### src/hw/rtl/smou_pkg.sv
// Package of the square matrix operation unit: sizes, mode codes and structs.
// Depends on nothing; every module of the unit imports it.
`timescale 1ns / 1ps
`default_nettype none

package smou_pkg;

  // Matrix dimension and derived widths.
  localparam int unsigned DIM     = 5;
  localparam int unsigned COORD_W = 3;
  localparam int unsigned IDX_W   = (DIM > 1) ? $clog2(DIM) : 1;
  localparam int unsigned DATA_W  = 32;

  // Operation codes carried by the mode field.
  typedef enum logic [2:0] {
    MODE_LOAD_A  = 3'd0,
    MODE_LOAD_B  = 3'd1,
    MODE_ADD     = 3'd2,
    MODE_MUL     = 3'd3,
    MODE_TRANS_A = 3'd4,
    MODE_TRANS_B = 3'd5,
    MODE_READ_A  = 3'd6,
    MODE_READ_B  = 3'd7
  } mode_e;

  // Sequencer states.
  typedef enum logic [1:0] {
    SEQ_IDLE,
    SEQ_ISSUE,
    SEQ_DRAIN
  } seq_state_e;

  // One result element travelling down the chain of cells.
  typedef struct packed {
    logic               valid;
    mode_e              mode;
    logic [COORD_W-1:0] row;
    logic [COORD_W-1:0] col;
  } token_t;

  // Element write broadcast to all cells.
  typedef struct packed {
    logic               load_a;
    logic               load_b;
    logic [COORD_W-1:0] row;
    logic [COORD_W-1:0] col;
    logic [DATA_W-1:0]  value;
  } load_t;

  // Pipeline status seen by the sequencer.
  typedef struct packed {
    logic advance;
    logic chain_empty;
    logic out_busy;
  } seq_status_t;

endpackage

`default_nettype wire

### src/hw/rtl/smou_cell.sv
// One cell of the chain: holds column k of A and row k of B, adds its term
// to the running partial sum. Depends on smou_pkg.
`timescale 1ns / 1ps
`default_nettype none

module smou_cell
  import smou_pkg::*;
(
  input  wire logic               clk_i,
  input  wire logic               rst_ni,
  input  wire logic [COORD_W-1:0] cell_idx_i,
  input  wire logic               advance_i,
  input  wire load_t              load_i,
  input  wire token_t             tok_i,
  input  wire logic [DATA_W-1:0]  psum_i,
  output token_t                  tok_o,
  output logic      [DATA_W-1:0]  sum_o
);

  // Local element stores, no reset.
  logic [DATA_W-1:0] a_col_q [DIM];
  logic [DATA_W-1:0] b_row_q [DIM];

  logic               tok_valid_q;
  mode_e              tok_mode_q;
  logic [COORD_W-1:0] tok_row_q;
  logic [COORD_W-1:0] tok_col_q;
  logic [DATA_W-1:0] psum_q;
  logic [DATA_W-1:0] term_q;
  logic [DATA_W-1:0] term_d;
  logic [COORD_W-1:0] a_sel;
  logic [COORD_W-1:0] b_sel;
  logic [DATA_W-1:0] a_val;
  logic [DATA_W-1:0] b_val;
  logic              hit_row;
  logic              hit_col;

  // Element writes that land in this cell.
  always_ff @(posedge clk_i) begin
    if (load_i.load_a && load_i.col == cell_idx_i) begin
      a_col_q[load_i.row[IDX_W-1:0]] <= load_i.value;
    end
    if (load_i.load_b && load_i.row == cell_idx_i) begin
      b_row_q[load_i.col[IDX_W-1:0]] <= load_i.value;
    end
  end

  // Pick the local A and B elements that this token needs.
  always_comb begin
    a_sel   = (tok_i.mode == MODE_TRANS_A) ? tok_i.col : tok_i.row;
    b_sel   = (tok_i.mode == MODE_TRANS_B) ? tok_i.row : tok_i.col;
    a_val   = a_col_q[a_sel[IDX_W-1:0]];
    b_val   = b_row_q[b_sel[IDX_W-1:0]];
    hit_row = (tok_i.row == cell_idx_i);
    hit_col = (tok_i.col == cell_idx_i);
  end

  // The contribution of this cell to the element.
  always_comb begin
    unique case (tok_i.mode)
      MODE_MUL:     term_d = DATA_W'(a_val * b_val);
      MODE_ADD:     term_d = (hit_col ? a_val : '0) + (hit_row ? b_val : '0);
      MODE_READ_A:  term_d = hit_col ? a_val : '0;
      MODE_TRANS_A: term_d = hit_row ? a_val : '0;
      MODE_READ_B:  term_d = hit_row ? b_val : '0;
      MODE_TRANS_B: term_d = hit_col ? b_val : '0;
      default:      term_d = '0;
    endcase
  end

  // Stage register: the token valid bit resets; mode, coordinates and data do not.
  always_ff @(posedge clk_i or negedge rst_ni) begin
    if (!rst_ni) begin
      tok_valid_q <= 1'b0;
    end else if (advance_i) begin
      tok_valid_q <= tok_i.valid;
    end
  end

  always_ff @(posedge clk_i) begin
    if (advance_i) begin
      tok_mode_q <= tok_i.mode;
      tok_row_q  <= tok_i.row;
      tok_col_q  <= tok_i.col;
      psum_q     <= psum_i;
      term_q     <= term_d;
    end
  end

  always_comb begin
    tok_o.valid = tok_valid_q;
    tok_o.mode  = tok_mode_q;
    tok_o.row   = tok_row_q;
    tok_o.col   = tok_col_q;
  end

  assign sum_o = psum_q + term_q;

endmodule

`default_nettype wire

### config.mk
export PLATFORM = sky130hd
export DESIGN_NAME = smou_cell
export DESIGN_NICKNAME = d
export VERILOG_FILES = /design/src/hw/rtl/smou_pkg.sv /design/src/hw/rtl/smou_cell.sv
export SDC_FILE = /design/constraint.sdc
export NUM_CORES = 2
export LEC_CHECK = 0
export ABC_AREA = 0
export BUFFER_PORTS_ARGS = -buffer_cell sky130_fd_sc_hd__buf_2
export CAP_MARGIN = 20
export CELL_PAD_IN_SITES_DETAIL_PLACEMENT = 0
export CELL_PAD_IN_SITES_GLOBAL_PLACEMENT = 1
export CORE_UTILIZATION = 30
export DETAILED_ROUTE_END_ITERATION = 8
export PLACE_DENSITY = 0.51
export SYNTH_ARGS = -nofsm -noshare
export SYNTH_HDL_FRONTEND = slang
export SYNTH_SLANG_ARGS = --single-unit
### constraint.sdc
create_clock -name clk_i -period 10.8 [get_ports clk_i]
set_clock_uncertainty 0.15 [all_clocks]
set_input_delay 0.54 -clock clk_i [delete_from_list [all_inputs] [get_ports clk_i]]
set_output_delay 0.54 -clock clk_i [all_outputs]
set_load 0.02 [all_outputs]
==> flow_results.org <==
** Outcome
- The flow ran to the end, and the final reports show no timing, DRC or antenna violations.

** STA
- Maximum achievable frequency :: just over 100 MHz
- Setup repair after global routing left no endpoint under its margin.
- Measured against its own limit, the worst slew margin works out to 0.210.
- At the pin with the least slew margin, the transition time is 1.19 ns.
- Shortest period the worst path allows :: slightly below 10 ns
- Final setup violation count :: 0
- Summed over all failing endpoints, the final setup total negative slack is 0 ns.
- Of the available clock period, the critical path in the final layout requires 0.907.
- The count of final max-slew check failures was 0.
- The number of failing hold endpoints at the final stage came to 0.

** Layout
- Fill cell count :: around 11000
- Once layout is done, the placed cells without fillers occupy 39100 um^2.
- Area delta synth->final :: 15.2%
- At the end of the flow, the number of nets in the layout was 3956.
- Summing all flip-flop and latch instances after layout gives 11800 um^2.
- Layout cells sized above 1 :: 0.149
- Area of the multi-input gates :: 20100 um^2

** Floorplan
- Effective utilization at floorplan :: 0.305
- In this run the count of I/O pins placed on the die edge is 130.
- Die Area :: 114000 um^2
- The die is 338 um tall.
- Standard cell core area :: 111000 um^2
- In this run the horizontal extent of the chip is 338 um.
- Row generation in the floorplan step produced 122 rows.

** GRT
- The initial antenna violation count is 9.
- All-layer global routing usage :: 0.209
- The first global-routing pass estimated 174 mm of wire.
- The via count of the first global-routing pass was approximately 25000.
- Pin count of the biggest net entering global routing :: 75
- For this run the aggregate overflow at the end of global routing stands at 0.

** Hold path
- Counting instances, the worst hold path has a depth of 2.
- Launch point of the worst hold path :: tok_i[9]
- Class of the tightest hold or removal check :: primary input to flop
- The path with the worst hold slack has its endpoint at tok_valid_q.

** Logic synthesis
- By count the netlist is led by 436 x sky130_fd_sc_hd__nor2_1, 410 x sky130_fd_sc_hd__fa_1, 410 x sky130_fd_sc_hd__inv_1.
- Averaged over all synthesized cells, the footprint is between 10 and 15 um^2.
- Counting every net in the synthesized netlist gives 3721.
- Largest area contributor in the synthesized netlist :: sky130_fd_sc_hd__edfxtp_1
- Synthesis produced a netlist whose cell count is 3038.
- Prevailing post-synth register cell :: sky130_fd_sc_hd__edfxtp_1
- Yosys printed 0 warnings.
- Among all cell types in the netlist, the one instantiated most often is sky130_fd_sc_hd__nor2_1.
- For this run, asynchronously set or reset flops after synthesis account for 0.00254.
- Count of flip-flops with a built-in enable after synthesis :: 393
- The mapped netlist covers between 30000 and 40000 um^2.
- Synthesis instantiated 80 different standard cells from the library.
- In the post-synthesis netlist, the biggest area contributors are sky130_fd_sc_hd__edfxtp_1 35%, sky130_fd_sc_hd__fa_1 24%, sky130_fd_sc_hd__ha_1 6.8%.
- The share of the Yosys chip area taken by registers is 0.349.
- Of the post-synthesis cell area, the dominant cell type holds 0.348.
- The synthesized design contains around 390 register bits.

** Clock network
- The number of gates resized after CTS was 0.
- Clock Sinks :: around 400
- Total CTS buffers :: between 40 and 50
- Number of hold buffers added after CTS :: 33
- The H-tree was split into 2 levels.
- TritonCTS built the clock tree.
- Root buf cell :: sky130_fd_sc_hd__clkbuf_16
- Total setup buffers inserted after CTS :: 0
- Maximum number of buffers from clock root to sink :: 3
- Clock Pin Slew Worst Setup and Hold Paths :: around 0.05 ns
- Insertion delay to the later sink of the worst-skew pair :: around 0.6 ns

** Drt
- For this run, the detailed router's first-pass iteration total came to 6.
- In the routed design, unresolved DRC markers number 0.
- Avg Vias per Cell :: 4.96
- DRT iter0 DRCs :: 1799
- After detailed routing, the total wire length is 119 mm.
- For this block, the via count after detailed routing is 23800.
- WL/cell :: 24.8 um
- Number of nets with antenna violations after routing :: 0

** Critical path
- In this run the register-to-register setup slack is 1.76 ns.
- For the worst setup path, the data required time is 11.09 ns.
- Depth of the worst register-to-register path :: 29
- Among the stages of the critical path, the cell type that occurs most often is sky130_fd_sc_hd__fa_1.
- Worst path slowest cell :: sky130_fd_sc_hd__mux4_2
- Reg2reg end :: term_q[21]
- The worst setup path is launched from a primary input.
- In this run the worst path has a maximum fanout of 13.
- The startpoint identified for the worst register-to-register timing path is b_row_q[0][4].
- For this run, the slowest stage of the critical path takes 0.62 ns.
- The worst setup path is captured at a flop.
- Endpoint arrival time on the critical path :: approximately 10 ns
- Critical path type :: primary input to flop

** Placement
- Summing all placed instances gives a cell area of 37300 um^2.
- I/O Buffers :: about 130
- Once detailed placement completed, the half-perimeter wirelength came to a little over 90 mm.
- Routability congestion estimate :: 0.906

** Flow run
- Across the run, the number of max-cap violations was 0.
worst max-delay path by stage:
stage | from | endpoint | slack [ns]
2_1_floorplan | tok_i[8] | term_q[30] | 1.06
3_3_place_gp | tok_i[8] | term_q[21] | 0.50
3_5_place_dp | tok_i[7] | term_q[21] | 0.44
4_1_cts | tok_i[7] | term_q[21] | 1.04
5_1_grt | tok_i[8] | term_q[21] | 0.38
6_report | tok_i[7] | term_q[21] | 1.00
layout make-up:
| type | instances | share of cell area |
|---|---|---|
| antenna | 2 | 0.000128 |
| tap | 1488 | 0.0477 |
| multi-input combinational | 2106 | 0.515 |
| clock buffer | 51 | 0.0300 |
| sequential | 394 | 0.303 |
| timing repair buffer | 316 | 0.0572 |
| clock inverter | 30 | 0.00762 |
| inverter | 410 | 0.0394 |
registers in the layout (all words and copies together) (netlist names):
register     count
tok_valid_q      1
tok_row_q        3
term_q          32
b_row_q        160
a_col_q        160
psum_q          32
tok_mode_q       3
tok_col_q        3
critical path, delay by kind of cell:
family	cells	cell delay, ns
compound gates	11	3.09
mux	2	1.21
simple gates	4	0.71
fa+ha+maj	9	3.70
buf+inv	6	0.78
layout by cell type, fill, tap and decap left out, types with 8 or more instances in the layout:
cell type                       count
sky130_fd_sc_hd__nand2b_1          27
sky130_fd_sc_hd__o221a_2           20
sky130_fd_sc_hd__a21oi_1           89
sky130_fd_sc_hd__o21ai_0           67
sky130_fd_sc_hd__nand3_1           15
sky130_fd_sc_hd__a211oi_1           8
sky130_fd_sc_hd__buf_4            146
sky130_fd_sc_hd__and2_1            10
sky130_fd_sc_hd__o21a_1            12
sky130_fd_sc_hd__a222oi_1          11
sky130_fd_sc_hd__buf_2            129
sky130_fd_sc_hd__o22ai_1           23
sky130_fd_sc_hd__or2_2             41
sky130_fd_sc_hd__dlygate4sd3_1     33
sky130_fd_sc_hd__edfxtp_1         393
sky130_fd_sc_hd__inv_1            410
sky130_fd_sc_hd__nand2_1          246
sky130_fd_sc_hd__xnor2_1          102
sky130_fd_sc_hd__mux2i_4           10
sky130_fd_sc_hd__nor2b_1           25
sky130_fd_sc_hd__clkinv_1          12
sky130_fd_sc_hd__nor3_1            14
sky130_fd_sc_hd__ha_1             185
sky130_fd_sc_hd__fa_1             410
sky130_fd_sc_hd__nor2_1           433
sky130_fd_sc_hd__clkbuf_16         46
sky130_fd_sc_hd__a21o_1            31
sky130_fd_sc_hd__clkinv_2           8
sky130_fd_sc_hd__mux4_2            24
sky130_fd_sc_hd__mux2i_1           88
sky130_fd_sc_hd__o21bai_1          12
sky130_fd_sc_hd__buf_12             8
sky130_fd_sc_hd__xor2_1            32
sky130_fd_sc_hd__o221ai_1          25
logic make-up (layout without fill, tap and decap cells):
kind of cell,count (synthesis),after routing,share of synthesized area
xor+xnor,138,138,0.0371
mux,135,135,0.0523
fa+ha+maj,595,595,0.310
buf+inv,538,807,0.0630
simple gates,856,856,0.109
flops,394,394,0.349
compound gates,382,382,0.0792
other cells,0,2,0
through the flow:
stage / hold slack [ns] / cells / util / worst slack (ns)
finish: 0.0530 / 4797 / 0.351 / 1.00
detailed placement: 0.166 / 4681 / 0.335 / 0.440
CTS: 0.0143 / 4795 / 0.351 / 1.04
global route: 0.0255 / 4795 / 0.351 / 0.379
floorplan: 0.0944 / 3038 / - / 1.06
global placement: 0.164 / 4681 / 0.335 / 0.503
routing by layer:
metal  wire length, um  track usage  up-vias
li1                  -            -    10600
met1             50600        0.273    12400
met2             59900        0.366      606
met3              4640       0.0163      137
met4              3940       0.0638        0
met5                 0            0        -
Power is left out: the tool's default activity adds up to more than one toggle a clock period on the data nets, which glitch-free logic cannot reach.
