===== config.mk =====
export PLATFORM = sky130hd
export DESIGN_NAME = smou_seq
export DESIGN_NICKNAME = d
export VERILOG_FILES = /design/src/hw/rtl/smou_pkg.sv /design/src/hw/rtl/smou_seq.sv
export SDC_FILE = /design/constraint.sdc
export NUM_CORES = 1
export LEC_CHECK = 0
export ABC_AREA = 0
export BUFFER_PORTS_ARGS = -buffer_cell sky130_fd_sc_hd__buf_2
export CORE_UTILIZATION = 41
export DETAILED_ROUTE_END_ITERATION = 6
export PLACE_DENSITY = 0.7
export SYNTH_ARGS = -nofsm -noshare
export SYNTH_HDL_FRONTEND = slang
export SYNTH_SLANG_ARGS = --single-unit

===== constraint.sdc =====
create_clock -name clk_i -period 1.2 [get_ports clk_i]
set_clock_uncertainty 0.15 [all_clocks]
set_input_delay 0.24 -clock clk_i [delete_from_list [all_inputs] [get_ports clk_i]]
set_output_delay 0.24 -clock clk_i [all_outputs]
set_load 0.05 [all_outputs]

===== src/hw/rtl/smou_pkg.sv =====
// Package of the square matrix operation unit: sizes, mode codes and structs.
// Depends on nothing; every module of the unit imports it.
`timescale 1ns / 1ps
`default_nettype none

package smou_pkg;

  // Matrix dimension and derived widths.
  localparam int unsigned DIM     = 5;
  localparam int unsigned COORD_W = 3;
  localparam int unsigned IDX_W   = (DIM > 1) ? $clog2(DIM) : 1;
  localparam int unsigned DATA_W  = 32;

  // Operation codes carried by the mode field.
  typedef enum logic [2:0] {
    MODE_LOAD_A  = 3'd0,
    MODE_LOAD_B  = 3'd1,
    MODE_ADD     = 3'd2,
    MODE_MUL     = 3'd3,
    MODE_TRANS_A = 3'd4,
    MODE_TRANS_B = 3'd5,
    MODE_READ_A  = 3'd6,
    MODE_READ_B  = 3'd7
  } mode_e;

  // Sequencer states.
  typedef enum logic [1:0] {
    SEQ_IDLE,
    SEQ_ISSUE,
    SEQ_DRAIN
  } seq_state_e;

  // One result element travelling down the chain of cells.
  typedef struct packed {
    logic               valid;
    mode_e              mode;
    logic [COORD_W-1:0] row;
    logic [COORD_W-1:0] col;
  } token_t;

  // Element write broadcast to all cells.
  typedef struct packed {
    logic               load_a;
    logic               load_b;
    logic [COORD_W-1:0] row;
    logic [COORD_W-1:0] col;
    logic [DATA_W-1:0]  value;
  } load_t;

  // Pipeline status seen by the sequencer.
  typedef struct packed {
    logic advance;
    logic chain_empty;
    logic out_busy;
  } seq_status_t;

endpackage

`default_nettype wire


===== src/hw/rtl/smou_seq.sv =====
// Command sequencer: takes input beats and walks a result matrix in
// row-major order into the chain. Depends on smou_pkg.
`timescale 1ns / 1ps
`default_nettype none

module smou_seq
  import smou_pkg::*;
(
  input  wire logic        clk_i,
  input  wire logic        rst_ni,
  input  wire logic        in_valid_i,
  input  wire mode_e       mode_i,
  input  wire seq_status_t status_i,
  output logic             in_ready_o,
  output token_t           tok_o
);

  seq_state_e         state_q, state_d;
  mode_e              mode_q;
  logic [COORD_W-1:0] row_q;
  logic [COORD_W-1:0] col_q;
  logic               is_cmd;
  logic               at_end;

  assign is_cmd = (mode_i != MODE_LOAD_A) && (mode_i != MODE_LOAD_B);
  assign at_end = (row_q == COORD_W'(DIM - 1)) && (col_q == COORD_W'(DIM - 1));

  // Next state.
  always_comb begin
    state_d = state_q;
    unique case (state_q)
      SEQ_IDLE: begin
        if (in_valid_i && is_cmd) begin
          state_d = SEQ_ISSUE;
        end
      end
      SEQ_ISSUE: begin
        if (status_i.advance && at_end) begin
          state_d = SEQ_DRAIN;
        end
      end
      SEQ_DRAIN: begin
        if (status_i.chain_empty && !status_i.out_busy) begin
          state_d = SEQ_IDLE;
        end
      end
      default: state_d = SEQ_IDLE;
    endcase
  end

  // Outputs.
  always_comb begin
    in_ready_o  = (state_q == SEQ_IDLE);
    tok_o.valid = (state_q == SEQ_ISSUE);
    tok_o.mode  = mode_q;
    tok_o.row   = row_q;
    tok_o.col   = col_q;
  end

  always_ff @(posedge clk_i or negedge rst_ni) begin
    if (!rst_ni) begin
      state_q <= SEQ_IDLE;
    end else begin
      state_q <= state_d;
    end
  end

  // Command latch and row-major coordinate counters.
  always_ff @(posedge clk_i) begin
    if (state_q == SEQ_IDLE) begin
      mode_q <= mode_i;
      row_q  <= '0;
      col_q  <= '0;
    end else if (state_q == SEQ_ISSUE && status_i.advance) begin
      if (col_q == COORD_W'(DIM - 1)) begin
        col_q <= '0;
        row_q <= row_q + 1'b1;
      end else begin
        col_q <= col_q + 1'b1;
      end
    end
  end

endmodule

`default_nettype wire


==> results of run 1 <==
## timing repair
item | CTS | global route
endpoints found under the hold margin | 2 | 1
setup buffers | 2 | 4
cloned | 0 | 0
pin swaps | 3 | 4
hold buffers | 1 | 1
endpoints found under the setup margin | 21 | 22
gates resized for setup | 40 | 9
## cells in the final DEF (no fill, tap or decap), drive strengths merged, types with 2 or more instances in the layout
cell type,n
ha,4
edfxtp,3
o21ai,6
dfxtp,6
o21a,2
and2b,2
clkbuf,4
inv,5
nor2,3
buf,37
dfrtp,2
nand2,4
dlygate4sd3,2
mux2i,3
a21oi,4
## worst paths after layout
| kind | startpoint | endpoint | slack, ps | depth (start not counted) |
|---|---|---|---|---|
| worst min-delay path | mode_i[2] | mode_q[2] | 3 | 1 |
| worst min register to register | row_q[2] | row_q[2] | 400 | 2 |
| worst max-delay path | state_q[0] | in_ready_o | -310 | 3 |
| min in group asynchronous | rst_ni | state_q[1] | 120 | 2 |
| max in group asynchronous | rst_ni | state_q[0] | 680 | 2 |
| worst max register to register | state_q[1] | row_q[0] | -240 | 4 |
## flip-flops by register name, indices dropped and copies added, names as in the netlist
signal   cells
state_q      2
mode_q       3
row_q        3
col_q        3
## critical path, cell delays in order (launching register included)
cell and delay [ps]:
dfrtp_1 410, buf_4 180, nor2_4 100, buf_8 150
## power by group
group | total, mW | leakage [nW] | switching [mW] | internal [mW]
Combinational | 1.37 | 0.344 | 0.706 | 0.665
Clock | 0.268 | 0.0150 | 0.139 | 0.129
Sequential | 0.667 | 0.103 | 0.124 | 0.543
Total | 2.31 | 0.462 | 0.969 | 1.34
## per-stage QoR
| step | setup WS, ps | hold WS (ps) | area [µm²] |
|---|---|---|---|
| 3_5_place_dp | -107.5 | -119.1 | 782.0 |
| 6_report | -309.9 | 2.702 | 1033 |
| 2_1_floorplan | -129.0 | -205.6 | 605.6 |
| 4_1_cts | -304.5 | 3.860 | 967.2 |
| 3_3_place_gp | -93.01 | -121.4 | 782.0 |
| 5_1_grt | -339.3 | 2.960 | 1033 |
## cell type report
| cell class | count | share of cell area, % |
|---|---|---|
| Multi-Input combinational cell | 37 | 29.90 |
| Timing Repair Buffer | 39 | 36.32 |
| Inverter | 5 | 2.058 |
| Clock buffer | 4 | 2.542 |
| Tap cell | 15 | 1.816 |
| Sequential cell | 11 | 27.36 |
## cells in the mapped netlist
cell type / number / area share, %
edfxtp_1: 3 / 16
buf_2: 1 / 0.89
and2b_1: 1 / 1.3
nand2_1: 4 / 2.7
a21oi_1: 4 / 3.5
nor2_1: 3 / 2.0
o22ai_1: 1 / 1.1
o21ai_0: 6 / 5.3
dfxtp_1: 6 / 21
dfrtp_1: 2 / 8.9
and3_1: 1 / 1.1
mux2i_1: 3 / 5.3
nand3_1: 1 / 0.89
inv_1: 5 / 3.3
nand3b_4: 1 / 3.5
or3_1: 1 / 1.1
nor3_1: 1 / 0.89
and2b_2: 1 / 1.6
and3b_1: 1 / 1.6
ha_1: 4 / 8.9
nor2b_1: 1 / 1.1
o21a_1: 2 / 2.7
nand4_1: 1 / 1.1
buf_6: 2 / 4.0
## logic make-up after synthesis
kind of cell    Yosys count  synth area share, %
compound gates           13                12.64
fa+ha+maj                 4                8.870
buf+inv                   8                8.203
flops                    11                46.12
mux                       3                5.322
simple gates             17                18.85
## layer usage
metal / vias up / GRT usage (%) / share of wire, %
met5: - / 0 / 0
met4: 0 / 7.759 / 1.4
met3: 2 / 3.468 / 4.0
met2: 18 / 41.25 / 57
met1: 262 / 23.69 / 38
li1: 273 / - / -
==> flow_summary_export.csv, run 1 <==
group,metric,value,unit
timing,rsz0062_at_grt,"true",
floorplan,core-area,1285,µm²
routing,drtAntennaViolNets,0,
cells_and_area,fin_nets,110,
worst_setup_path,cp_max_fo,6,
synthesis,yosysWarnings,0,
global_route,grt_max_degree,7,
global_route,grt_pass1_wl,2.194,mm
timing,slew_headroom,88.35,%
clocking,tritoncts,"built",
routing,vias,555,
status,outcome,"finished with violations",
global_route,antenna_found_initial,0,
worst_setup_path,required,810,ps
cells_and_area,stdcell_count,111,
routing,viasPerCell,5.000,
power_and_ir_drop,p_leak,0.4621,nW
clocking,clk_pin_slew,80,ps
worst_hold_path,hold_path_class,"primary input to flip-flop",
global_route,grtUsageTotal,21.77,%
timing,setup_viol,20,
clocking,clockBufferDepth,2,
cells_and_area,diodes,0,
synthesis,syn_inst,56,
timing,setup_ws,-309.9,ps
power_and_ir_drop,ir_worst_vdd,1824,µV
cells_and_area,multi_input_area,309.0,µm²
power_and_ir_drop,powerDensity,2231,nW/µm²
cells_and_area,layout-drive-gt1-share,59.38,%
floorplan,rows,13,
worst_setup_path,startpoint_type,"flip-flop",
routing,drt_pre_antenna_iters,2,
global_route,grt_pass1_vias,551,
placed_design,place_inst,99,
cells_and_area,syn_to_final_growth,83.15,%
routing,wirelength,1.542,mm
global_route,grt_overflow_total,0,
timing,min_period,1510,ps
timing,finalHoldViolCount,0,
timing,maxSlewViolCount,0,
worst_setup_path,worstSetupPathType,"flip-flop to primary output",
synthesis,netlist_area,564.3,µm²
placed_design,globalplace.congestion,0.7724,
job,drv_cap,0,
floorplan,ioPinCount,20,
timing,fmax,662.3,MHz
synthesis,yosysUniqueCellTypes,24,
cells_and_area,fin_util,80.43,%
clocking,clock_sinks,11,
synthesis,syn_nets,69,
clocking,cts_buffers,3,
clocking,clk_latency,280,ps
worst_setup_path,arrival,1120,ps
clocking,cts_root_buf,"clkbuf_4",
routing,drt_iter0_markers,3,
synthesis,avgSynthCellArea,10.08,µm²
routing,drc,0,
synthesis,synth_seq_cells,11,
floorplan,die_h,39.10,µm
synthesis,yosysSeqAreaShare,46.12,%
cells_and_area,nFillCells,82,
worst_setup_path,end_kind,"primary output",
floorplan,initial_core_util,43.91,%
timing,post-route-period-util,125.8,%
power_and_ir_drop,fin_total_pwr,2.306,mW
floorplan,die_area,1529,µm²
clocking,htreeDepth,1,
status,violations,"negative setup slack",
timing,fin_setup_tns,-2534,ps
placed_design,port_buffers,19,
cells_and_area,ff_latch_area,282.8,µm²
timing,tightest_slew,173.0,ps
routing,routedWlPerCell,13.89,µm
floorplan,die_width,39.10,µm
placed_design,dp_hpwl,927.4,µm
No activity file was read; power rests on OpenSTA's default activity.
==> run 2: changes to the inputs <==
--- a/config.mk
+++ b/config.mk
@@ -9,6 +9,7 @@
 export BUFFER_PORTS_ARGS = -buffer_cell sky130_fd_sc_hd__buf_2
 export CORE_UTILIZATION = 41
 export DETAILED_ROUTE_END_ITERATION = 6
+export HOLD_SLACK_MARGIN = 0.1
 export PLACE_DENSITY = 0.7
 export SYNTH_ARGS = -nofsm -noshare
 export SYNTH_HDL_FRONTEND = slang
==> flow_summary_export.csv, run 2 (same netlist as run 1, synthesis figures left out) <==
group,metric,value,unit
worst_setup_path,r2r-start,"state_q[1]",
worst_setup_path,startpoint_type,"flip-flop",
timing,slew_headroom,88.13,%
power_and_ir_drop,powerDensity,2202,nW/µm²
worst_setup_path,required,810,ps
global_route,grt_overflow_total,0,
floorplan,rows,13,
worst_setup_path,end_kind,"primary output",
floorplan,die_width,39.10,µm
global_route,grt_pass1_wl,2.332,mm
power_and_ir_drop,fin_total_pwr,2.320,mW
timing,rsz0062_at_grt,"true",
job,drv_cap,0,
worst_setup_path,cp_max_fo,6,
cells_and_area,fin_nets,112,
clocking,tritoncts,"built",
floorplan,ioPinCount,20,
worst_setup_path,arrival,1120,ps
placed_design,port_buffers,19,
status,violations,"negative setup slack",
status,outcome,"finished with violations",
clocking,clk_latency,280,ps
routing,wirelength,1.665,mm
routing,drt_pre_antenna_iters,4,
floorplan,core-area,1285,µm²
cells_and_area,stdcell_count,113,
clocking,htreeDepth,1,
cells_and_area,syn_to_final_growth,86.70,%
clocking,cts_root_buf,"clkbuf_4",
timing,setup_ws,-308.5,ps
routing,drtAntennaViolNets,0,
global_route,antenna_found_initial,0,
power_and_ir_drop,ir_worst_vdd,1741,µV
cells_and_area,layout_common_cells,"buf_4 (11), buf_6 (10), buf_2 (8), buf_8 (8), dfxtp_4 (6)",
timing,post-route-period-util,125.7,%
clocking,clk_pin_slew,80,ps
power_and_ir_drop,p_leak,0.4705,nW
placed_design,place_inst,99,
worst_setup_path,setup.reg_to_reg.worst_slack,-260,ps
clocking,clock_sinks,11,
worst_setup_path,worstRegToRegCells,4,
timing,maxSlewViolCount,0,
global_route,grtUsageTotal,23.44,%
cells_and_area,layout-drive-gt1-share,58.16,%
clocking,cts_buffers,3,
floorplan,initial_core_util,43.91,%
cells_and_area,top_regs,"col_q x3, mode_q x3, row_q x3",
timing,finalHoldViolCount,0,
floorplan,die_area,1529,µm²
clocking,clockBufferDepth,2,
worst_setup_path,worstSetupPathType,"flip-flop to primary output",
worst_setup_path,r2r_end,"row_q[0]",
routing,viasPerCell,4.991,
global_route,grt_max_degree,7,
routing,vias,564,
routing,drt_iter0_markers,10,
timing,setup_viol,20,
timing,fmax,662.9,MHz
cells_and_area,final_common_cell,"buf_4",
cells_and_area,diodes,0,
timing,tightest_slew,176.2,ps
placed_design,globalplace.congestion,0.7724,
worst_hold_path,hold_path_class,"primary input to asynchronous set/reset pin",
routing,drc,0,
global_route,grt_pass1_vias,563,
floorplan,die_h,39.10,µm
placed_design,dp_hpwl,927.4,µm
routing,routedWlPerCell,14.73,µm
timing,min_period,1509,ps
run 2: cell types whose count changed in the layout (fill, tap and decap cells not counted), sizes merged:
| cell | before | now |
|---|---|---|
| dlygate4sd3 | 2 | 4 |
run 2: layer usage:
metal | track usage, % | vias up | wire length, µm
li1 | - | 277 | -
met1 | 24.74 | 260 | 603
met2 | 45.83 | 23 | 959
met3 | 3.468 | 4 | 66
met4 | 7.759 | 0 | 36
met5 | 0 | - | 0
run 2: how the worst max path moves through the flow:
stage / startpoint / endpoint / depth (start not counted)
after CTS: state_q[0] / in_ready_o / 3
after floorplan: col_q[0] / row_q[2] / 5
final: state_q[0] / in_ready_o / 3
after global placement: state_q[1] / in_ready_o / 3
after detailed placement: state_q[0] / row_q[2] / 4
after global routing: state_q[0] / in_ready_o / 3
run 2: what timing repair did:
| item | 4_1_cts | 5_1_grt |
|---|---|---|
| endpoints found under the setup margin | 21 | 22 |
| setup buffers | 2 | 4 |
| resized for setup | 40 | 9 |
| hold buffers | 4 | 0 |
| cloned | 0 | 0 |
| hold endpoints to repair | 5 | 0 |
| pin swaps | 3 | 4 |
run 2: final cells by class:
class / instances / area (µm²)
fillers: 81 / 231.5
inverters: 5 / 21.27
clock buffers: 4 / 26.28
well taps: 15 / 18.77
flip-flops and latches: 11 / 282.8
repair buffers: 41 / 395.4
multi-input cells: 37 / 309.0
run 2: through the flow:
| step | hold WS (ps) | worst slack [ps] | TNS (ps) | util (%) | area (µm²) |
|---|---|---|---|---|---|
| finish | 127.0 | -308.5 | -2610 | 81.99 | 1054 |
| global route | 145.4 | -338.6 | -3294 | 81.99 | 1054 |
| CTS | 131.4 | -304.5 | -1563 | 77.60 | 997.2 |
| detailed placement | -119.1 | -107.5 | -688.8 | 60.86 | 782.0 |
| global placement | -121.4 | -93.01 | -556.7 | 60.86 | 782.0 |
| floorplan | -205.6 | -129.0 | -904.7 | - | 605.6 |
run 2: critical path: stages (launching register included):
cell	delay, ps
dfrtp_1	410
buf_4	180
nor2_4	100
buf_8	150
run 2: power by group:
group	leakage [nW]	internal, mW	switching (mW)
Sequential	0.103	0.543	0.129
Clock	0.0150	0.129	0.139
Combinational	0.352	0.671	0.709
